`config.mk`:
```
export PLATFORM = sky130hd
export DESIGN_NAME = double_ended_queue_indexed_top
export DESIGN_NICKNAME = d
export VERILOG_FILES = /design/src/rtl/deq_pkg.sv /design/src/rtl/deq_ram.sv /design/src/rtl/deq_ctrl.sv /design/src/rtl/double_ended_queue_indexed_top.sv
export SDC_FILE = /design/constraint.sdc
export NUM_CORES = 1
export LEC_CHECK = 0
export BUFFER_PORTS_ARGS = -buffer_cell sky130_fd_sc_hd__buf_4
export CAP_MARGIN = 20
export CORE_UTILIZATION = 65
export DETAILED_ROUTE_END_ITERATION = 8
export PLACE_DENSITY = 0.79
export SLEW_MARGIN = 10
export SYNTH_ARGS = -nofsm -noshare
export SYNTH_HDL_FRONTEND = slang
export SYNTH_SLANG_ARGS = --single-unit
```
`constraint.sdc`:
```
create_clock -name aclk -period 11 [get_ports aclk]
set_input_delay 0.55 -clock aclk [delete_from_list [all_inputs] [get_ports aclk]]
set_output_delay 0.55 -clock aclk [all_outputs]
set_load 0.005 [all_outputs]
```
`src/rtl/deq_pkg.sv`:
```
// Shared types and codes for the indexed double-ended queue.
package deq_pkg;

    // Field widths of one item and one result.
    localparam int ACTION_W = 3;
    localparam int VALUE_W  = 32;
    localparam int POS_W    = 4;
    localparam int STATUS_W = 2;
    localparam int OCC_W    = 5;

    // Packed stream widths, rounded up to whole bytes.
    localparam int S_TDATA_W = 40;
    localparam int M_TDATA_W = 40;

    // Action codes.
    localparam logic [ACTION_W-1:0] ACT_PUSH_FRONT = 3'd0;
    localparam logic [ACTION_W-1:0] ACT_PUSH_BACK  = 3'd1;
    localparam logic [ACTION_W-1:0] ACT_POP_FRONT  = 3'd2;
    localparam logic [ACTION_W-1:0] ACT_POP_BACK   = 3'd3;
    localparam logic [ACTION_W-1:0] ACT_READ       = 3'd4;
    localparam logic [ACTION_W-1:0] ACT_WRITE      = 3'd5;

    // Status codes.
    localparam logic [STATUS_W-1:0] ST_OK    = 2'd0;
    localparam logic [STATUS_W-1:0] ST_EMPTY = 2'd1;
    localparam logic [STATUS_W-1:0] ST_FULL  = 2'd2;
    localparam logic [STATUS_W-1:0] ST_RANGE = 2'd3;

    // Result bookkeeping that travels from the controller to the output stage.
    typedef struct packed {
        logic                rd;
        logic [STATUS_W-1:0] status;
        logic [OCC_W-1:0]    occupancy;
    } deq_meta_t;

endpackage

```
`src/rtl/deq_ram.sv`:
```
// Slot memory: one write port and one read port with registered read data.
module deq_ram #(
    parameter int DEPTH = 16,
    parameter int PW    = 4
) (
    input  logic          aclk,
    input  logic          wr_en,
    input  logic [PW-1:0] wr_addr,
    input  logic [31:0]   wr_data,
    input  logic          rd_en,
    input  logic [PW-1:0] rd_addr,
    output logic [31:0]   rd_data
);

    logic [31:0] mem [DEPTH];
    logic [31:0] rd_data_reg;

    // Write port.
    always_ff @(posedge aclk) begin
        if (wr_en) begin
            mem[wr_addr] <= wr_data;
        end
    end

    // Read port; data is registered and valid in the cycle after the request.
    always_ff @(posedge aclk) begin
        if (rd_en) begin
            rd_data_reg <= mem[rd_addr];
        end
    end

    assign rd_data = rd_data_reg;

endmodule

```
`src/rtl/deq_ctrl.sv`:
```
// Pointer and count control: decodes an item into a memory access and a status.
module deq_ctrl #(
    parameter int DEPTH = 16,
    parameter int PW    = 4,
    parameter int CW    = 5
) (
    input  logic                           aclk,
    input  logic                           aresetn,
    input  logic                           accept,
    input  logic [deq_pkg::ACTION_W-1:0]   action,
    input  logic [deq_pkg::VALUE_W-1:0]    value,
    input  logic [deq_pkg::POS_W-1:0]      position,
    output logic                           mem_wr_en,
    output logic                           mem_rd_en,
    output logic [PW-1:0]                  mem_addr,
    output logic [31:0]                    mem_wr_data,
    output deq_pkg::deq_meta_t             meta
);
    import deq_pkg::*;

    // Wide enough for the count, the position and the occupancy field.
    localparam int CMPW = (CW > OCC_W) ? CW : OCC_W;

    logic [PW-1:0]   bp_reg, bp_next;
    logic [CW-1:0]   cnt_reg, cnt_next;
    logic [CW-1:0]   cnt_m1;
    logic [CMPW-1:0] cnt_x, cnt_m1_x, pos_x, cnt_next_x;
    logic            full, empty, in_range;
    logic [PW-1:0]   bp_dec, bp_inc;
    logic            wr, rd;
    logic [STATUS_W-1:0] status;

    // Ring index of an offset from position 0.
    function automatic logic [PW-1:0] ring_add(input logic [PW-1:0] base,
                                               input logic [PW-1:0] off);
        logic [PW:0] sum;
        sum = {1'b0, base} + {1'b0, off};
        if (sum >= (PW+1)'(DEPTH)) begin
            sum = sum - (PW+1)'(DEPTH);
        end
        return sum[PW-1:0];
    endfunction

    // Condition flags and neighbor pointers.
    always_comb begin
        cnt_m1   = cnt_reg - 1'b1;
        cnt_x    = CMPW'(cnt_reg);
        cnt_m1_x = CMPW'(cnt_m1);
        pos_x    = CMPW'(position);
        full     = (cnt_reg == CW'(DEPTH));
        empty    = (cnt_reg == '0);
        in_range = (pos_x < cnt_x);
        bp_dec   = (bp_reg == '0) ? PW'(DEPTH - 1) : bp_reg - 1'b1;
        bp_inc   = (bp_reg == PW'(DEPTH - 1)) ? '0 : bp_reg + 1'b1;
    end

    // Action decode.
    always_comb begin
        wr       = 1'b0;
        rd       = 1'b0;
        mem_addr = bp_reg;
        status   = ST_OK;
        bp_next  = bp_reg;
        cnt_next = cnt_reg;
        unique case (action)
            ACT_PUSH_FRONT: begin
                if (full) begin
                    status = ST_FULL;
                end else begin
                    wr       = 1'b1;
                    mem_addr = ring_add(bp_reg, cnt_x[PW-1:0]);
                    cnt_next = cnt_reg + 1'b1;
                end
            end
            ACT_PUSH_BACK: begin
                if (full) begin
                    status = ST_FULL;
                end else begin
                    wr       = 1'b1;
                    mem_addr = bp_dec;
                    bp_next  = bp_dec;
                    cnt_next = cnt_reg + 1'b1;
                end
            end
            ACT_POP_FRONT: begin
                if (empty) begin
                    status = ST_EMPTY;
                end else begin
                    rd       = 1'b1;
                    mem_addr = ring_add(bp_reg, cnt_m1_x[PW-1:0]);
                    cnt_next = cnt_m1;
                end
            end
            ACT_POP_BACK: begin
                if (empty) begin
                    status = ST_EMPTY;
                end else begin
                    rd       = 1'b1;
                    mem_addr = bp_reg;
                    bp_next  = bp_inc;
                    cnt_next = cnt_m1;
                end
            end
            ACT_READ: begin
                if (!in_range) begin
                    status = ST_RANGE;
                end else begin
                    rd       = 1'b1;
                    mem_addr = ring_add(bp_reg, pos_x[PW-1:0]);
                end
            end
            ACT_WRITE: begin
                if (!in_range) begin
                    status = ST_RANGE;
                end else begin
                    wr       = 1'b1;
                    mem_addr = ring_add(bp_reg, pos_x[PW-1:0]);
                end
            end
            default: begin
                // Unused codes leave the queue untouched.
            end
        endcase
        cnt_next_x = CMPW'(cnt_next);
    end

    assign mem_wr_en      = accept && wr;
    assign mem_rd_en      = accept && rd;
    assign mem_wr_data    = value;
    assign meta.rd        = rd;
    assign meta.status    = status;
    assign meta.occupancy = cnt_next_x[OCC_W-1:0];

    // Pointer and count registers.
    always_ff @(posedge aclk) begin
        if (!aresetn) begin
            bp_reg  <= '0;
            cnt_reg <= '0;
        end else if (accept) begin
            bp_reg  <= bp_next;
            cnt_reg <= cnt_next;
        end
    end

endmodule

```
`src/rtl/double_ended_queue_indexed_top.sv`:
```
// Top level of the indexed double-ended queue with stream ports.
// A result passes through the memory read and then the output register before it can be taken.
// Throughput: one item per cycle while results are taken; the slot memory's
// registered read port holds one result in flight ahead of the output register.
// Reset clears the back pointer, the element count and both valid flags; the
// slot memory is not cleared and needs no clearing pass.
module double_ended_queue_indexed_top #(
    parameter int DEPTH = 16
) (
    input  logic                            aclk,
    input  logic                            aresetn,
    input  logic                            s_tvalid,
    output logic                            s_tready,
    // action [2:0], value [34:3], position [38:35], zero pad [39]
    input  logic [deq_pkg::S_TDATA_W-1:0]   s_tdata,
    output logic                            m_tvalid,
    input  logic                            m_tready,
    // data_out [31:0], status [33:32], occupancy [38:34], zero pad [39]
    output logic [deq_pkg::M_TDATA_W-1:0]   m_tdata
);
    import deq_pkg::*;

    localparam int PW = $clog2(DEPTH);
    localparam int CW = $clog2(DEPTH + 1);

    logic                accept, out_load;
    logic                mem_wr_en, mem_rd_en;
    logic [PW-1:0]       mem_addr;
    logic [31:0]         mem_wr_data, mem_rd_data;
    deq_meta_t           meta, meta_reg;
    logic                pending_reg, pending_next;
    logic                m_tvalid_reg, m_tvalid_next;
    logic [VALUE_W-1:0]  m_data_reg;
    logic [STATUS_W-1:0] m_status_reg;
    logic [OCC_W-1:0]    m_occ_reg;

    deq_ctrl #(
        .DEPTH (DEPTH),
        .PW    (PW),
        .CW    (CW)
    ) u_ctrl (
        .aclk        (aclk),
        .aresetn     (aresetn),
        .accept      (accept),
        .action      (s_tdata[2:0]),
        .value       (s_tdata[34:3]),
        .position    (s_tdata[38:35]),
        .mem_wr_en   (mem_wr_en),
        .mem_rd_en   (mem_rd_en),
        .mem_addr    (mem_addr),
        .mem_wr_data (mem_wr_data),
        .meta        (meta)
    );

    deq_ram #(
        .DEPTH (DEPTH),
        .PW    (PW)
    ) u_ram (
        .aclk    (aclk),
        .wr_en   (mem_wr_en),
        .wr_addr (mem_addr),
        .wr_data (mem_wr_data),
        .rd_en   (mem_rd_en),
        .rd_addr (mem_addr),
        .rd_data (mem_rd_data)
    );

    // Handshake: a new item enters when no result is in flight or when the in-flight result moves out.
    always_comb begin
        out_load      = pending_reg && (!m_tvalid_reg || m_tready);
        s_tready      = !pending_reg || out_load;
        accept        = s_tvalid && s_tready;
        pending_next  = accept ? 1'b1 : (out_load ? 1'b0 : pending_reg);
        m_tvalid_next = out_load ? 1'b1 : (m_tready ? 1'b0 : m_tvalid_reg);
    end

    // Control flags.
    always_ff @(posedge aclk) begin
        if (!aresetn) begin
            pending_reg  <= 1'b0;
            m_tvalid_reg <= 1'b0;
        end else begin
            pending_reg  <= pending_next;
            m_tvalid_reg <= m_tvalid_next;
        end
    end

    // Result bookkeeping for the item in flight, and the output register.
    always_ff @(posedge aclk) begin
        if (accept) begin
            meta_reg <= meta;
        end
        if (out_load) begin
            m_data_reg   <= meta_reg.rd ? mem_rd_data : '0;
            m_status_reg <= meta_reg.status;
            m_occ_reg    <= meta_reg.occupancy;
        end
    end

    assign m_tvalid = m_tvalid_reg;
    assign m_tdata  = {1'b0, m_occ_reg, m_status_reg, m_data_reg};

`ifndef SYNTHESIS
    // An accepted item always leaves a result in flight.
    a_accept_pending: assert property (@(posedge aclk) disable iff (!aresetn)
        accept |=> pending_reg)
        else $error("accepted item did not leave a result in flight");

    // A result moved to the output is offered in the next cycle.
    a_load_valid: assert property (@(posedge aclk) disable iff (!aresetn)
        out_load |=> m_tvalid)
        else $error("loaded result not offered");

    // A failed action returns zero data.
    a_error_zero: assert property (@(posedge aclk) disable iff (!aresetn)
        (m_tvalid && m_tdata[33:32] != ST_OK) |-> (m_tdata[31:0] == '0))
        else $error("failed action returned nonzero data");

    // An empty pop reports an empty queue.
    a_empty_occ: assert property (@(posedge aclk) disable iff (!aresetn)
        (m_tvalid && m_tdata[33:32] == ST_EMPTY) |-> (m_tdata[38:34] == '0))
        else $error("empty status with nonzero occupancy");
`endif

endmodule
```
==> qor.yml <==
status: "completed"
cts_resized: 0
antenna_found_initial: 3
slew_headroom_pct: 26.8
portBuffers: 83
syn_nets: 1787
drt_pass1_iterations: 6
grt_max_degree: 87
hold_class: "in -> reg"
hold_viol_final: 0
rr_worst_depth: 11
place_area_um2: 26900
clk_pin_slew_ns: 0.06
cts_tree: "built"
ys_warn_count: 0
nFillCells: 2352
fin_crit_ns: 5.90
cts_max_level: 2
start_util_pct: 66.5
largest_reg_flops: 512
drc: 0
stdcell_area_um2: 28700
regToRegSetupSlack_ns: 5.10
worstSetupPathType: "reg -> reg"
grt_pass1_vias: 16300
cts_setup_buffers: 0
p_leak_nw: 8.89
slowest_delay_ns: 0.89
wl_per_cell_um: 28.6
synthDistinctLibCells: 68
cts.sinks: 602
core_um2: 39000
die_w_um: 202
grt_use_total_pct: 32.2
hpwlAfterDp_um: 33500
ys_ff_latch: 602
syn_inst: 1723
timing.fmax_mhz: 170
worstHoldStart: "s_tvalid"
synthAdderAreaFrac_pct: 1.05
cp.arrival_ns: 6.25
clockBufferDepth: 3
synth_mux_area_share_pct: 0.154
fin_total_pwr_w: 0.00527
avgSynthCellArea_um2: 15.0
fp.dieArea_um2: 40700
worstPathRequired_ns: 11.35
hold_depth: 3
hold_buffers: 0
yosys_most_used_dff: "edfxtp_1"
period_share_pct: 53.6
finalClockSkew_ns: 0.0147
tightest_slew_ns: 1.10
cp_cell_sequence: "inv_1 > ha_1 > o21a_1 > nor2_1 > o211a_4 > buf_4 > buf_4 > nor4b_1 > a2111oi_0 > o31ai_1 > o211a_1"
vias: 17000
rsz0062_at_grt: "false"
final_common_cell: "edfxtp_1"
finalNonFillerCells: 2288
fp-row-count: 72
yosysSeqAreaShare_pct: 69.3
numCtsBuffers: 57
cp_max_fo: 81
drt_iter0_markers: 2290
async_flop_share_pct: 0
synth-simple-area-share_pct: 11.5
nNetsFinal: 1788
die_h_um: 202
r2r-end: "u_ram.rd_data[30]"
synth_edf_count: 591
synthXorXnorAreaFrac_pct: 0.372
route.detailed.vias_per_inst: 7.41
clkLatencyLatePin_ns: 0.62
slowest_stage: "buf_4"
drv_slew: 0
grt_overflow_total: 0
ios: 86
p_per_area_nw_per_um2: 183
whs_endpoint: "pending_reg"
cp_common_cell: "buf_4"
final_cell_mix: "591 x edfxtp_1, 224 x nor4b_1, 131 x a211oi_1"
grt_pass1_wl_um: 98400
utilization_pct: 73.7
cp-end-kind: "flip-flop"
place_congestion: 0.851
routed_wl_um: 65400
maxCapViolations: 0
cts-root-buf: "clkbuf_16"
area_growth_pct: 10.9
drive_gt1_share_pct: 13.8
max-vdd-ir-drop_mv: 0.179
start_kind: "flip-flop"
setup_tns_ns: 0
synth_area_um2: 25900
synth_top_family_by_area: "compound AO/OA/AOI/OAI gates"
synth-compound-area-share_pct: 14.2
r2r-start: "u_ctrl.cnt_reg[2]"
dp_cells: 2181
drt.antenna.violating_nets: 0
setup_violations: 0
report_power, final:
group / internal [W] / leakage, nW / switching, W
Sequential: 0.00258 / 5.44 / 0.0000191
Clock: 0.00108 / 0.880 / 0.000819
Combinational: 0.000251 / 2.57 / 0.000524
Total: 0.00391 / 8.89 / 0.00136
worst max-delay path, delay by kind of cell (launching register included):
kind / cells / cell delay (ns)
AO/OA/AOI/OAI: 5 / 2.06
adder cells (fa/ha/maj): 1 / 0.35
AND/OR/NAND/NOR: 2 / 0.56
flip-flops: 1 / 0.62
buffers and inverters: 3 / 1.90
cell families (layout without fill, tap and decap cells):
kind of cell,count (synthesis),count (layout)
flops,602,602
xor+xnor,11,11
buf+inv,200,246
other cells,1,2
fa+ha+maj,20,20
compound gates,455,455
simple gates,430,430
mux,4,4
layer usage:
metal / up-vias / share of wire, % / track usage (%)
li1: 7220 / - / -
met4: 4 / 3.3 / 12.5
met2: 1143 / 47 / 49.9
met5: - / 0.092 / 0.952
met3: 146 / 11 / 6.37
met1: 8437 / 39 / 45.3
synthesized netlist by cell type, types with 3 or more instances:
cell type	number	area share, %
buf_2	33	0.64
dfxtp_1	11	0.85
clkinv_1	3	0.043
nor2_1	33	0.48
mux2i_1	4	0.15
a221oi_1	68	2.3
xnor2_1	7	0.24
a311oi_1	32	1.1
and2_1	34	0.82
nand4b_1	3	0.10
nand3_1	12	0.23
or3_1	5	0.12
ha_1	17	0.82
o211ai_1	66	1.9
nor4b_1	224	7.6
o21ai_0	9	0.17
clkbuf_1	135	2.0
or4_1	3	0.087
o211a_1	34	1.3
nor3_1	11	0.21
o31ai_1	34	0.98
a21oi_1	12	0.23
buf_6	7	0.30
a211oi_1	131	3.8
buf_1	7	0.10
o32a_1	3	0.12
edfxtp_1	591	68
o21a_1	4	0.12
a31oi_1	5	0.12
buf_4	5	0.14
nand2b_1	4	0.097
fa_1	3	0.23
xor2_1	4	0.14
inv_1	10	0.14
a2111oi_0	34	1.1
a21o_1	4	0.12
nand2_1	84	1.2
how the worst max path moves through the flow:
stage / endpoint / slack (ns) / start
2_1_floorplan: u_ram.mem[5][0] / 5.53 / u_ctrl.cnt_reg[0]
3_3_place_gp: u_ram.mem[2][7] / 5.43 / u_ctrl.bp_reg[1]
3_5_place_dp: u_ram.mem[0][16] / 5.36 / u_ctrl.bp_reg[1]
4_1_cts: u_ram.rd_data[30] / 5.34 / u_ctrl.cnt_reg[2]
5_1_grt: u_ram.rd_data[30] / 4.97 / u_ctrl.cnt_reg[2]
6_report: u_ram.rd_data[30] / 5.10 / u_ctrl.cnt_reg[2]
area by class of cell:
type | instances | area, um^2 | share of cell area, %
Sequential cell | 602 | 18000 | 62.5
Tap cell | 518 | 648 | 2.26
Antenna cell | 1 | 2.50 | 0.00871
Clock buffer | 73 | 1510 | 5.25
Clock inverter | 31 | 280 | 0.975
Timing Repair Buffer | 129 | 985 | 3.43
Inverter | 13 | 48.8 | 0.170
Multi-Input combinational cell | 921 | 7300 | 25.4
per-stage QoR:
step                      setup WS (ns)  hold slack, ns
after CTS                          5.34           0.130
after floorplan                    5.53           0.400
after global placement             5.43           0.404
after detailed placement           5.36           0.405
final                              5.10           0.155
after global routing               4.97           0.159
No activity file was read; power rests on OpenSTA's default activity.
